$ cat config.mk
export PLATFORM = sky130hd
export DESIGN_NAME = fkin_ctrl
export DESIGN_NICKNAME = d
export VERILOG_FILES = /design/src/fkin_pkg.sv /design/src/fkin_ctrl.sv
export SDC_FILE = /design/constraint.sdc
export NUM_CORES = 1
export LEC_CHECK = 0
export BUFFER_PORTS_ARGS = -buffer_cell sky130_fd_sc_hd__buf_4
export CAP_MARGIN = 30
export CORE_UTILIZATION = 50
export CTS_CLUSTER_SIZE = 10
export DETAILED_ROUTE_END_ITERATION = 12
export GPL_ROUTABILITY_DRIVEN = 0
export PLACE_DENSITY = 0.81
export SLEW_MARGIN = 20
export SYNTH_ARGS = -nofsm -noshare
export SYNTH_HDL_FRONTEND = slang
export SYNTH_SLANG_ARGS = --single-unit
export TNS_END_PERCENT = 1
$ cat constraint.sdc
create_clock -name clk -period 3.47 [get_ports clk]
set_clock_uncertainty 0.2 [all_clocks]
set_input_delay 0.1735 -clock clk [delete_from_list [all_inputs] [get_ports clk]]
set_output_delay 0.1735 -clock clk [all_outputs]
set_load 0.02 [all_outputs]
$ cat src/fkin_pkg.sv
// Shared types, constants and helper functions for the serial chain
// forward kinematics unit. No dependencies; every file but the checker uses it.
package fkin_pkg;

  localparam int MAX_LINKS_DEF = 64;
  localparam int IN_TDATA_W    = 264;
  localparam int OUT_TDATA_W   = 136;
  localparam int CORDIC_STEPS  = 31;

  localparam logic signed [31:0] ONE_Q30      = 32'sd1073741824;
  localparam logic signed [33:0] CORDIC_START = 34'sd652032874;
  localparam logic signed [33:0] ONE_OP_Q30   = 34'sd1073741824;
  localparam logic signed [33:0] ONE_OP_Q31   = 34'sd2147483648;

  typedef enum logic [1:0] {
    MOP_REL   = 2'd0,
    MOP_MAT   = 2'd1,
    MOP_CPREV = 2'd2,
    MOP_COWN  = 2'd3
  } mul_op_t;

  typedef enum logic [2:0] {
    RS_CPREV = 3'd0,
    RS_ROW0  = 3'd1,
    RS_ROW1  = 3'd2,
    RS_ROW2  = 3'd3,
    RS_COWN  = 3'd4
  } res_sel_t;

  typedef struct packed {
    logic       load;
    logic       cordic_step;
    logic [4:0] cordic_idx;
    logic       mul_vld;
    mul_op_t    mul_op;
    logic [3:0] mul_e;
    logic [1:0] mul_k;
    logic       mul_first;
    logic       mul_last;
    logic       emit_ld;
    res_sel_t   emit_sel;
    logic       commit;
  } cmd_t;

  typedef struct packed {
    logic have_prev;
    logic last;
    logic out_busy;
    logic out_fire;
  } sts_t;

  // Arctangent of 2^-i as a binary angle.
  function automatic logic [29:0] cordic_atan(input logic [4:0] idx);
    logic [29:0] v;
    unique case (idx)
      5'd0:  v = 30'd536870912;
      5'd1:  v = 30'd316933406;
      5'd2:  v = 30'd167458907;
      5'd3:  v = 30'd85004756;
      5'd4:  v = 30'd42667331;
      5'd5:  v = 30'd21354465;
      5'd6:  v = 30'd10679838;
      5'd7:  v = 30'd5340245;
      5'd8:  v = 30'd2670163;
      5'd9:  v = 30'd1335087;
      5'd10: v = 30'd667544;
      5'd11: v = 30'd333772;
      5'd12: v = 30'd166886;
      5'd13: v = 30'd83443;
      5'd14: v = 30'd41722;
      5'd15: v = 30'd20861;
      5'd16: v = 30'd10430;
      5'd17: v = 30'd5215;
      5'd18: v = 30'd2608;
      5'd19: v = 30'd1304;
      5'd20: v = 30'd652;
      5'd21: v = 30'd326;
      5'd22: v = 30'd163;
      5'd23: v = 30'd81;
      5'd24: v = 30'd41;
      5'd25: v = 30'd20;
      5'd26: v = 30'd10;
      5'd27: v = 30'd5;
      5'd28: v = 30'd3;
      5'd29: v = 30'd1;
      5'd30: v = 30'd1;
      default: v = 30'd0;
    endcase
    return v;
  endfunction

  // Relative-transform entry written by the n-th single product.
  function automatic logic [3:0] rel_target(input logic [2:0] n);
    logic [3:0] e;
    unique case (n)
      3'd0: e = 4'd4;
      3'd1: e = 4'd5;
      3'd2: e = 4'd7;
      3'd3: e = 4'd8;
      3'd4: e = 4'd9;
      default: e = 4'd11;
    endcase
    return e;
  endfunction

  function automatic logic signed [31:0] sat32(input logic signed [39:0] v);
    logic signed [31:0] r;
    if (v > 40'sd2147483647) begin
      r = 32'sh7fffffff;
    end else if (v < -40'sd2147483648) begin
      r = 32'sh80000000;
    end else begin
      r = v[31:0];
    end
    return r;
  endfunction

endpackage

$ cat src/fkin_ctrl.sv
// Controller: sequences CORDIC steps, multiplier products and result words
// for one input word at a time. Depends on fkin_pkg.
module fkin_ctrl (
  input  logic           clk,
  input  logic           rst_n,
  input  logic           in_tvalid,
  output logic           in_tready,
  input  logic           in_tuser,
  input  fkin_pkg::sts_t sts,
  output fkin_pkg::cmd_t cmd
);

  typedef enum logic [7:0] {
    S_IDLE   = 8'b0000_0001,
    S_CORD   = 8'b0000_0010,
    S_REL    = 8'b0000_0100,
    S_MAT    = 8'b0000_1000,
    S_CPREV  = 8'b0001_0000,
    S_COWN   = 8'b0010_0000,
    S_EMIT   = 8'b0100_0000,
    S_COMMIT = 8'b1000_0000
  } state_t;

  state_t              state_r, state_nxt;
  logic [4:0]          cnt_r, cnt_nxt;
  logic [3:0]          e_r, e_nxt;
  logic [1:0]          k_r, k_nxt;
  fkin_pkg::res_sel_t  sel_r, sel_nxt;
  logic                mat_last;

  assign in_tready = (state_r == S_IDLE);
  // The translation column takes a fourth product.
  assign mat_last  = (e_r[1:0] == 2'd3) ? (k_r == 2'd3) : (k_r == 2'd2);

  always_comb begin
    state_nxt = state_r;
    cnt_nxt   = cnt_r;
    e_nxt     = e_r;
    k_nxt     = k_r;
    sel_nxt   = sel_r;
    cmd       = '0;
    unique case (state_r)
      S_IDLE: begin
        if (in_tvalid) begin
          cmd.load = 1'b1;
          if (in_tuser) begin
            state_nxt = S_CORD;
            cnt_nxt   = '0;
          end
        end
      end
      S_CORD: begin
        cmd.cordic_step = 1'b1;
        cmd.cordic_idx  = cnt_r;
        if (cnt_r == 5'(fkin_pkg::CORDIC_STEPS - 1)) begin
          state_nxt = S_REL;
          cnt_nxt   = '0;
        end else begin
          cnt_nxt = cnt_r + 5'd1;
        end
      end
      S_REL: begin
        // The idle tail of this state lets the last product reach its register.
        if (cnt_r < 5'd6) begin
          cmd.mul_vld   = 1'b1;
          cmd.mul_op    = fkin_pkg::MOP_REL;
          cmd.mul_e     = fkin_pkg::rel_target(cnt_r[2:0]);
          cmd.mul_first = 1'b1;
          cmd.mul_last  = 1'b1;
        end
        if (cnt_r == 5'd7) begin
          state_nxt = S_MAT;
          e_nxt     = '0;
          k_nxt     = '0;
        end else begin
          cnt_nxt = cnt_r + 5'd1;
        end
      end
      S_MAT: begin
        cmd.mul_vld   = 1'b1;
        cmd.mul_op    = fkin_pkg::MOP_MAT;
        cmd.mul_e     = e_r;
        cmd.mul_k     = k_r;
        cmd.mul_first = (k_r == 2'd0);
        cmd.mul_last  = mat_last;
        if (mat_last) begin
          k_nxt = '0;
          if (e_r == 4'd11) begin
            state_nxt = S_CPREV;
            cnt_nxt   = '0;
          end else begin
            e_nxt = e_r + 4'd1;
          end
        end else begin
          k_nxt = k_r + 2'd1;
        end
      end
      S_CPREV: begin
        cmd.mul_vld   = 1'b1;
        cmd.mul_op    = fkin_pkg::MOP_CPREV;
        cmd.mul_e     = {2'd0, cnt_r[2:1]};
        cmd.mul_k     = {1'b0, cnt_r[0]};
        cmd.mul_first = !cnt_r[0];
        cmd.mul_last  = cnt_r[0];
        if (cnt_r == 5'd5) begin
          state_nxt = S_COWN;
          cnt_nxt   = '0;
        end else begin
          cnt_nxt = cnt_r + 5'd1;
        end
      end
      S_COWN: begin
        if (cnt_r < 5'd6) begin
          cmd.mul_vld   = 1'b1;
          cmd.mul_op    = fkin_pkg::MOP_COWN;
          cmd.mul_e     = {2'd0, cnt_r[2:1]};
          cmd.mul_k     = {1'b0, cnt_r[0]};
          cmd.mul_first = !cnt_r[0];
          cmd.mul_last  = cnt_r[0];
        end
        if (cnt_r == 5'd7) begin
          state_nxt = S_EMIT;
          sel_nxt   = sts.have_prev ? fkin_pkg::RS_CPREV : fkin_pkg::RS_ROW0;
        end else begin
          cnt_nxt = cnt_r + 5'd1;
        end
      end
      S_EMIT: begin
        if (!sts.out_busy || sts.out_fire) begin
          cmd.emit_ld  = 1'b1;
          cmd.emit_sel = sel_r;
          unique case (sel_r)
            fkin_pkg::RS_CPREV: sel_nxt = fkin_pkg::RS_ROW0;
            fkin_pkg::RS_ROW0:  sel_nxt = fkin_pkg::RS_ROW1;
            fkin_pkg::RS_ROW1:  sel_nxt = fkin_pkg::RS_ROW2;
            fkin_pkg::RS_ROW2: begin
              if (sts.last) begin
                sel_nxt = fkin_pkg::RS_COWN;
              end else begin
                state_nxt = S_COMMIT;
              end
            end
            default: state_nxt = S_COMMIT;
          endcase
        end
      end
      S_COMMIT: begin
        cmd.commit = 1'b1;
        state_nxt  = S_IDLE;
      end
      default: state_nxt = S_IDLE;
    endcase
  end

  always_ff @(posedge clk) begin
    if (!rst_n) begin
      state_r <= S_IDLE;
      cnt_r   <= '0;
      e_r     <= '0;
      k_r     <= '0;
      sel_r   <= fkin_pkg::RS_ROW0;
    end else begin
      state_r <= state_nxt;
      cnt_r   <= cnt_nxt;
      e_r     <= e_nxt;
      k_r     <= k_nxt;
      sel_r   <= sel_nxt;
    end
  end

endmodule

==> impl_metrics.json, run 1 <==
{
  "crit_path_end_kind": "primary output",
  "synthMuxAreaShare": 0.00908,
  "netlist_area_sq_um": 1650,
  "dp_hpwl_microns": 3230,
  "synth_cell_types": 53,
  "avgSynthCellArea_sq_um": 7.77,
  "clockBufferDepth": 2,
  "fillCellCount": 319,
  "final.setup.tns_ns": 0,
  "synth_fa_ha_area_frac": 0.0454,
  "rsz0062_at_grt": "no",
  "clk_pin_slew_ns": 0.11,
  "max-cap-violations": 0,
  "holdWs_ns": 0.0619,
  "wl_per_cell_microns": 14.8,
  "cellPowerDensity_nw_per_um2": 341,
  "ioPinCount": 32,
  "port_buffers": 31,
  "drive_gt1_frac": 0.183,
  "start_kind": "flop",
  "ys_warn_count": 0,
  "grt_pass1_wl_microns": 7110,
  "post_cts_buffers": 0,
  "synthCells": 213,
  "synth-edff-count": 0,
  "clock-root-buffer": "clkbuf_4",
  "grt_overflow": 0,
  "post_cts_resize_count": 0,
  "grt_pass1_vias": 1499,
  "via_per_inst": 6.12,
  "synth_compound_area_frac": 0.187,
  "grt_usage": 0.264,
  "finalCritPeriodShare": 0.795,
  "crit_path_max_incr_delay_ns": 0.62,
  "final_core_util": 0.629,
  "crit_type": "flop to primary output",
  "slew_headroom": 0.545,
  "timing.final.ws_setup_ns": 0.711,
  "antenna_found_initial": 0,
  "crit_slowest_cell": "nor4_4",
  "ff_latch_area_sq_um": 440,
  "drt_iter0_drc": 116,
  "synth_ff_type": "dfxtp_1",
  "routed_wl_microns": 4210,
  "diodes": 0,
  "slew_violations": 0,
  "first_pass_iters": 4,
  "dp_slack_ns": 0.933,
  "die_x_microns": 59.5,
  "post-route-min-period_ns": 2.76,
  "outcome": "finished, final reports clean",
  "synth_nets": 227,
  "ys_ff_latch": 22,
  "vias": 1743,
  "cts_made_buffers": 3,
  "async_flop_share": 0,
  "irDropWorstVdd_mv": 0.228,
  "hold_path.class": "input port to flop",
  "crit_arrival_ns": 2.39,
  "cts_hold_buf": 1,
  "insertion_delay_ns": 0.32,
  "die_area_sq_um": 3540,
  "synth-simple-area-share": 0.414,
  "crit_chain": "nor4_4 -> nand4_1 -> o311ai_0 -> buf_4",
  "cp_max_fo": 11,
  "final_net_count": 256,
  "max_freq_ghz": 0.362,
  "synth_top_family_by_area": "simple AND/OR/NAND/NOR gates",
  "core-area_sq_um": 3100,
  "yosysSeqAreaShare": 0.266,
  "worst_pin_slew_ns": 0.676,
  "start_util": 0.533,
  "cts_tree": "done",
  "drc": 0,
  "required_ns": 3.10,
  "rows": 20,
  "ant_nets": 0,
  "final_hold_viol_count": 0,
  "cts.sinks": 22,
  "multi_input_area_sq_um": 1140,
  "p_leak_uw": 0.000798,
  "htreeDepth": 1,
  "setup-violations-final": 0,
  "grt_max_degree": 17,
  "syn_to_final_growth_pct": 18.0,
  "synth-xor-area-share": 0.0318,
  "die_y_microns": 59.5
}
==> placed cells by master, fill, tap and decap left out, drive strengths merged, types with 2 or more instances in the layout <==
cell type  synthesis  routed
xor2               2       2
nand2b             2       2
ha                 6       6
o31ai              3       3
o21ai             10      10
or3                3       3
nand4             11      11
a21oi              9       9
nand4bb            2       2
a31oi              4       4
nor4               4       4
nor4b              2       2
dfxtp             22      22
nor2b              4       4
xnor2              4       4
nand2             22      22
inv                9       9
a211oi             2       2
o211ai             2       2
a21o               2       2
nand3b             2       2
o22ai              3       3
nor3               3       3
buf                3      32
nand4b             3       3
nand3             20      20
nor2              15      15
and2               9       9
clkbuf             6       4
o21a               2       2
and3               6       6
==> final timing paths <==
check        startpoint         end  slack (ns)  depth (start not counted)
min            in_tuser  state_r[0]        0.06                          4
max reg2reg  state_r[0]    cnt_r[3]        0.90                          5
max          state_r[0]     cmd[10]        0.71                          4
min reg2reg    sel_r[2]    sel_r[2]        0.34                          2
==> synth_stat cells, drive strengths merged, types with 2 or more instances <==
master | instances | area share
nor2 | 15 | 0.034
a21o | 2 | 0.0091
o22ai | 3 | 0.011
a21oi | 9 | 0.027
nand4b | 3 | 0.016
nor2b | 4 | 0.015
nand2 | 22 | 0.050
o31ai | 3 | 0.014
inv | 9 | 0.020
xnor2 | 4 | 0.021
and3 | 6 | 0.026
nand2b | 2 | 0.0076
o21a | 2 | 0.0091
a31oi | 4 | 0.015
nor4b | 2 | 0.011
nand4 | 11 | 0.051
nor3 | 3 | 0.0091
dfxtp | 22 | 0.27
nor4 | 4 | 0.037
or3 | 3 | 0.011
ha | 6 | 0.045
and2 | 9 | 0.036
clkbuf | 6 | 0.014
o21ai | 10 | 0.030
o211ai | 2 | 0.0091
xor2 | 2 | 0.011
buf | 3 | 0.013
a211oi | 2 | 0.0091
nand3 | 20 | 0.061
nand4bb | 2 | 0.014
nand3b | 2 | 0.0091
==> registers in the layout, summed over array words and instances, names as in the netlist <==
signal,flops
cnt_r,5
e_r,4
k_r,2
sel_r,3
state_r,8
==> metrics by stage <==
step,cells,area [sq um],power (uW)
floorplan,213,1650,463
global placement,280,1910,517
detailed placement,280,1910,524
CTS,285,1950,667
global route,285,1950,703
finish,285,1950,667
==> kinds of logic after synthesis <==
family | Yosys count
buffers and inverters | 18
adders and majority gates | 6
DFF | 22
AOI/OAI and AO/OA | 47
muxes | 1
xor gates and xnor gates | 6
and+or+nand+nor | 113
==> final cells by class <==
type | count | area share
multi-input combinational | 173 | 0.582
sequential | 22 | 0.226
timing repair buffer | 33 | 0.128
tap | 44 | 0.0282
clock buffer | 4 | 0.0186
inverter | 9 | 0.0173
==> where the power goes <==
group	switching [uW]	internal [uW]	leakage, uW
Sequential	24.4	264	0.000178
Combinational	143	92.2	0.000600
Clock	79.2	64.2	0.0000210
Total	246	420	0.000798
==> metal layers <==
metal / vias to the layer above / GRT usage / wire length, microns
li1: 854 / - / -
met1: 801 / 0.392 / 1970
met2: 80 / 0.387 / 1870
met3: 8 / 0.0502 / 316
met4: 0 / 0.0698 / 59
met5: - / 0 / 0
==> critical path: cells and delay by family (launching register included) <==
kind / cells / cell delay [ns]
AND/OR/NAND/NOR: 2 / 1.02
AO/OA/AOI/OAI: 1 / 0.44
flip-flops: 1 / 0.40
buffers and inverters: 1 / 0.21
Power figures use the tool's default switching activity.
==> run 2: changes to the inputs <==
Settings changed: PLACE_DENSITY 0.81 to 0.84.
Clock period 3.47 ns to 2.3 ns, I/O delays scaled along.
==> run 2 against run 1 <==
The flow now finishes with violations (negative setup slack). Wire length grew 14%. Sequential power grew 46%. Clock-buffer cell count shrank 1. Non-clock buffer count grew 20. Register-to-register slack lost 0.80 ns. Clock power grew 120%. Sequential share of layout area shrank 2.0 points. Core utilization grew 7.6 points. Largest power group is now combinational logic. Highest routed layer unchanged.
==> impl_metrics.json, run 2 (same netlist as run 1, synthesis figures left out) <==
{
  "wl_met3_microns": 408,
  "grt_pass1_vias": 1614,
  "grt_usage": 0.278,
  "hold_depth": 3,
  "die_x_microns": 59.5,
  "insertion_delay_ns": 0.32,
  "antenna_found_initial": 0,
  "r2r-start": "state_r[4]",
  "cp_max_fo": 5,
  "final_core_util": 0.705,
  "slew_headroom": 0.619,
  "clk_pin_slew_ns": 0.14,
  "rows": 20,
  "via_per_inst": 6.09,
  "top_register": "state_r",
  "final_cell_mix": "buf_4 (49), nand2_1 (21), nand3_1 (19)",
  "drc": 0,
  "hold_path_end": "sel_r[0]",
  "port_buffers": 31,
  "irDropWorstVdd_mv": 0.251,
  "hold_path.class": "input port to flop",
  "start_kind": "flop",
  "setup-violations-final": 1,
  "syn_to_final_growth_pct": 32.3,
  "dp_hpwl_microns": 3480,
  "cts.sinks": 22,
  "p_leak_uw": 0.000915,
  "cts_made_buffers": 3,
  "crit_arrival_ns": 1.99,
  "startpoint": "state_r[4]",
  "top_regs": "state_r x8, cnt_r x5, e_r x4",
  "crit_type": "flop to primary output",
  "routed_wl_microns": 4790,
  "rsz0062_at_grt": "yes",
  "ioPinCount": 32,
  "largest_reg_flops": 8,
  "first_pass_iters": 5,
  "r2r_cells": 7,
  "final_hold_viol_count": 0,
  "met2_wirelength_microns": 2180,
  "drt_iter0_drc": 130,
  "topRoutingLayerUsed": "met4",
  "core-area_sq_um": 3100,
  "diodes": 0,
  "clockBufferDepth": 2,
  "place_area_sq_um": 2030,
  "grt_max_degree": 17,
  "drive_gt1_frac": 0.310,
  "die_y_microns": 59.5,
  "grt_overflow": 0,
  "max_freq_ghz": 0.435,
  "outcome": "finished, violations left",
  "final_net_count": 276,
  "finalCritPeriodShare": 1.00,
  "cellPowerDensity_nw_per_um2": 549,
  "vias": 1858,
  "die_area_sq_um": 3540,
  "start_util": 0.533,
  "worst_pin_slew_ns": 0.571,
  "post-route-min-period_ns": 2.30,
  "reg2reg_slack_ns": 0.10,
  "ant_nets": 0,
  "wl_per_cell_microns": 15.7,
  "r2r-end": "e_r[3]",
  "max-cap-violations": 0,
  "timing.final.ws_setup_ns": -0.000727,
  "wl_met1_microns": 2120,
  "final_area_sq_um": 2190,
  "required_ns": 1.99,
  "htreeDepth": 1,
  "clock-root-buffer": "clkbuf_4",
  "layout_commonest_cell": "buf_4",
  "violations": "negative setup slack",
  "slew_violations": 0,
  "crit_path_end_kind": "primary output",
  "final.setup.tns_ns": -0.000727,
  "min_from": "sts[3]",
  "cts_tree": "done",
  "grt_pass1_wl_microns": 7470
}
## run 2: cell types whose count changed in the layout (fill, tap and decap cells not counted), moves of 2 or more
cell | before | now
o21ai_0 | 10 | 8
dfxtp_1 | 22 | 16
buf_6 | 0 | 2
nor4b_1 | 2 | 0
and3_2 | 0 | 2
buf_4 | 32 | 49
dfxtp_2 | 0 | 5
nor4b_2 | 0 | 2
and3_1 | 5 | 2
## run 2: worst max-delay path: stages (launching register included)
cell and delay (ns):
dfxtp_2 0.36, nor4_4 0.25, buf_4 0.18, buf_4 0.13, nand3_1 0.15, nand2_2 0.16
o21ai_0 0.10, o311ai_1 0.12, buf_4 0.20
## run 2: power breakdown
group / internal, uW / switching [uW] / leakage [uW]
Sequential: 398 / 22.7 / 0.000181
Combinational: 202 / 268 / 0.000706
Clock: 176 / 134 / 0.0000279
## run 2: area by class of cell
type                    count  area [sq um]
multi-input cells         173          1190
fillers                   270           915
flip-flops and latches     22           450
repair buffers             53           410
well taps                  44          55.1
inverters                   9          33.8
clock inverters             1          30.0
clock buffers               3          22.5
## run 2: how the worst max path moves through the flow
| stage | slack (ns) | end |
|---|---|---|
| 2_1_floorplan | 0.04 | cmd[10] |
| 3_3_place_gp | -0.01 | cnt_r[4] |
| 3_5_place_dp | -0.15 | cnt_r[1] |
| 4_1_cts | 0.002 | cmd[12] |
| 5_1_grt | -0.14 | cmd[10] |
| 6_report | -0.0007 | cmd[10] |
## run 2: per-layer routing
layer	up-vias	GRT usage
met4	0	0.0997
li1	893	-
met3	13	0.0393
met5	-	0
met1	849	0.401
met2	103	0.421
## run 2: per-stage QoR
stage          hold slack (ns)  cells  worst slack (ns)  total power (uW)
6_report                0.0142    305         -0.000727              1200
2_1_floorplan           0.0144    213            0.0427               698
3_5_place_dp             0.184    296            -0.148               831
3_3_place_gp             0.182    296           -0.0142               823
4_1_cts                 0.0246    305           0.00231              1180
5_1_grt                 0.0242    305            -0.138              1250
## run 2: what timing repair did
item / in CTS / in global routing
pin swaps: 3 / 2
hold endpoints to repair: 5 / 0
setup buffers: 3 / 0
hold buffers: 2 / 0
setup endpoints to repair: 20 / 27
gates resized for setup: 6 / 19
==> run 3: changes to the inputs <==
Settings changed: CORE_ASPECT_RATIO from default to 0.9, CORE_MARGIN from default to 2.
==> run 3 against run 2 <==
The flow now finishes without violations. Core utilization down 1.5 points. Total power down 4.4%. First-iteration DRC count up 43%. Clock-buffer cell count up 1. Sequential power about the same. Maximum frequency up 3.8%. Final area down 1.8%. Via count up 1.3%. Register-to-register slack about the same. Critical endpoint is now cmd[9]. Largest power group unchanged.
==> impl_metrics.json, run 3 (same netlist as run 1, synthesis figures left out) <==
{
  "final_cell_mix": "buf_4 (50), nand2_1 (21), dfxtp_1 (21)",
  "crit_arrival_ns": 1.90,
  "cts_made_buffers": 3,
  "setup-violations-final": 0,
  "post-route-min-period_ns": 2.22,
  "cp_max_fo": 8,
  "crit_type": "flop to primary output",
  "via_per_inst": 6.25,
  "power_frac_seq": 0.363,
  "cts_tree": "done",
  "drt_iter0_drc": 186,
  "grt_max_degree": 17,
  "ant_nets": 0,
  "clock_power_share": 0.253,
  "worst_pin_slew_ns": 0.506,
  "pwr-share-comb": 0.384,
  "clk_pin_slew_ns": 0.08,
  "vias": 1882,
  "reg2reg_slack_ns": 0.10,
  "fillCellCount": 265,
  "finalCritPeriodShare": 0.964,
  "final_net_count": 274,
  "clockBufferDepth": 2,
  "outcome": "finished, final reports clean",
  "syn_to_final_growth_pct": 29.9,
  "max-cap-violations": 0,
  "intPower_uw": 737,
  "ioPinCount": 32,
  "antenna_found_initial": 0,
  "insertion_delay_ns": 0.27,
  "dp_hpwl_microns": 3510,
  "final_hold_viol_count": 0,
  "required_ns": 1.99,
  "port_buffers": 31,
  "grt_overflow": 0,
  "drive_gt1_frac": 0.266,
  "slew_violations": 0,
  "grt_pass1_vias": 1619,
  "place_inst": 293,
  "slew_headroom": 0.662,
  "grt_usage": 0.259,
  "routed_wl_microns": 4740,
  "irDropWorstVdd_mv": 0.290,
  "p_total_uw": 1150,
  "start_util": 0.531,
  "htreeDepth": 1,
  "cellPowerDensity_nw_per_um2": 535,
  "wl_per_cell_microns": 15.8,
  "hold_path.class": "input port to flop",
  "clock-root-buffer": "clkbuf_8",
  "die_area_sq_um": 3780,
  "swShare": 0.359,
  "top_register": "state_r",
  "largest_reg_flops": 8,
  "drc": 0,
  "rsz0062_at_grt": "yes",
  "crit_path_end_kind": "primary output",
  "cts.sinks": 22,
  "p_switching_uw": 412,
  "core-area_sq_um": 3110,
  "die_y_microns": 58.6,
  "start_kind": "flop",
  "die_x_microns": 64.6,
  "grt_pass1_wl_microns": 7690,
  "p_leak_uw": 0.000902,
  "stdcell_count": 301,
  "max_freq_ghz": 0.451,
  "layout_commonest_cell": "buf_4",
  "top_regs": "state_r x8, cnt_r x5, e_r x4",
  "diodes": 0,
  "rows": 19,
  "first_pass_iters": 5
}
## run 3: cell types whose count changed in the layout (fill, tap and decap cells not counted), moves of 2 or more
| cell | before | now |
|---|---|---|
| and3_1 | 2 | 4 |
| buf_6 | 2 | 0 |
| clkbuf_8 | 0 | 4 |
| clkbuf_4 | 3 | 0 |
| dfxtp_1 | 16 | 21 |
| dfxtp_2 | 5 | 1 |
## run 3: final timing paths
path / depth (start not counted) / to / startpoint
worst max-delay path: 7 / cmd[9] / cnt_r[2]
worst min-delay path: 4 / state_r[0] / in_tuser
worst max register to register: 8 / state_r[4] / cnt_r[1]
worst min register to register: 2 / sel_r[2] / sel_r[2]
## run 3: power by group through the flow
stage	clock [uW]	combinational [uW]	sequential, uW
4_1_cts	288	424	416
6_report	291	441	418
3_5_place_dp	0	400	425
2_1_floorplan	0	262	435
3_3_place_gp	0	393	423
5_1_grt	310	472	420
## run 3: what timing repair did
| item | 4_1_cts | 5_1_grt |
|---|---|---|
| pin swaps | 2 | 2 |
| endpoints found under the hold margin | 3 | 0 |
| hold buffers | 1 | 0 |
| gates cloned | 0 | 0 |
| endpoints found under the setup margin | 12 | 21 |
| setup buffers | 3 | 0 |
| gates resized for setup | 3 | 8 |
## run 3: metrics by stage
step	hold WS, ns	util	setup slack [ns]	TNS [ns]	instance area, sq um
after floorplan	0.0144	-	0.0427	0	1650
after global placement	0.178	0.647	0.0925	0	2020
after detailed placement	0.182	0.647	0.0338	0	2020
after CTS	0.0586	0.681	0.0216	0	2120
after global routing	0.0912	0.690	-0.0490	-0.0796	2150
final	0.0595	0.690	0.0838	0	2150
## run 3: layout make-up
type | count | area (sq um) | share of cell area
flip-flops and latches | 22 | 442 | 0.206
repair buffers | 51 | 385 | 0.179
inverters | 9 | 33.8 | 0.0157
multi-input cells | 173 | 1180 | 0.549
well taps | 42 | 52.6 | 0.0245
clock buffers | 4 | 55.1 | 0.0256
## run 3: per-layer routing
layer  vias up  share of wire  GRT usage
met2        96           0.44      0.387
met1       890           0.46      0.378
met4         0          0.019     0.0881
li1        886              -          -
met3        10          0.084     0.0440
met5         -              0          0
## run 3: critical path, stage by stage, from the launching register on
cell	delay [ns]
dfxtp_1	0.37
buf_4	0.19
a211oi_4	0.26
nand4_1	0.25
buf_4	0.22
nor2_1	0.10
a221o_1	0.11
buf_4	0.13
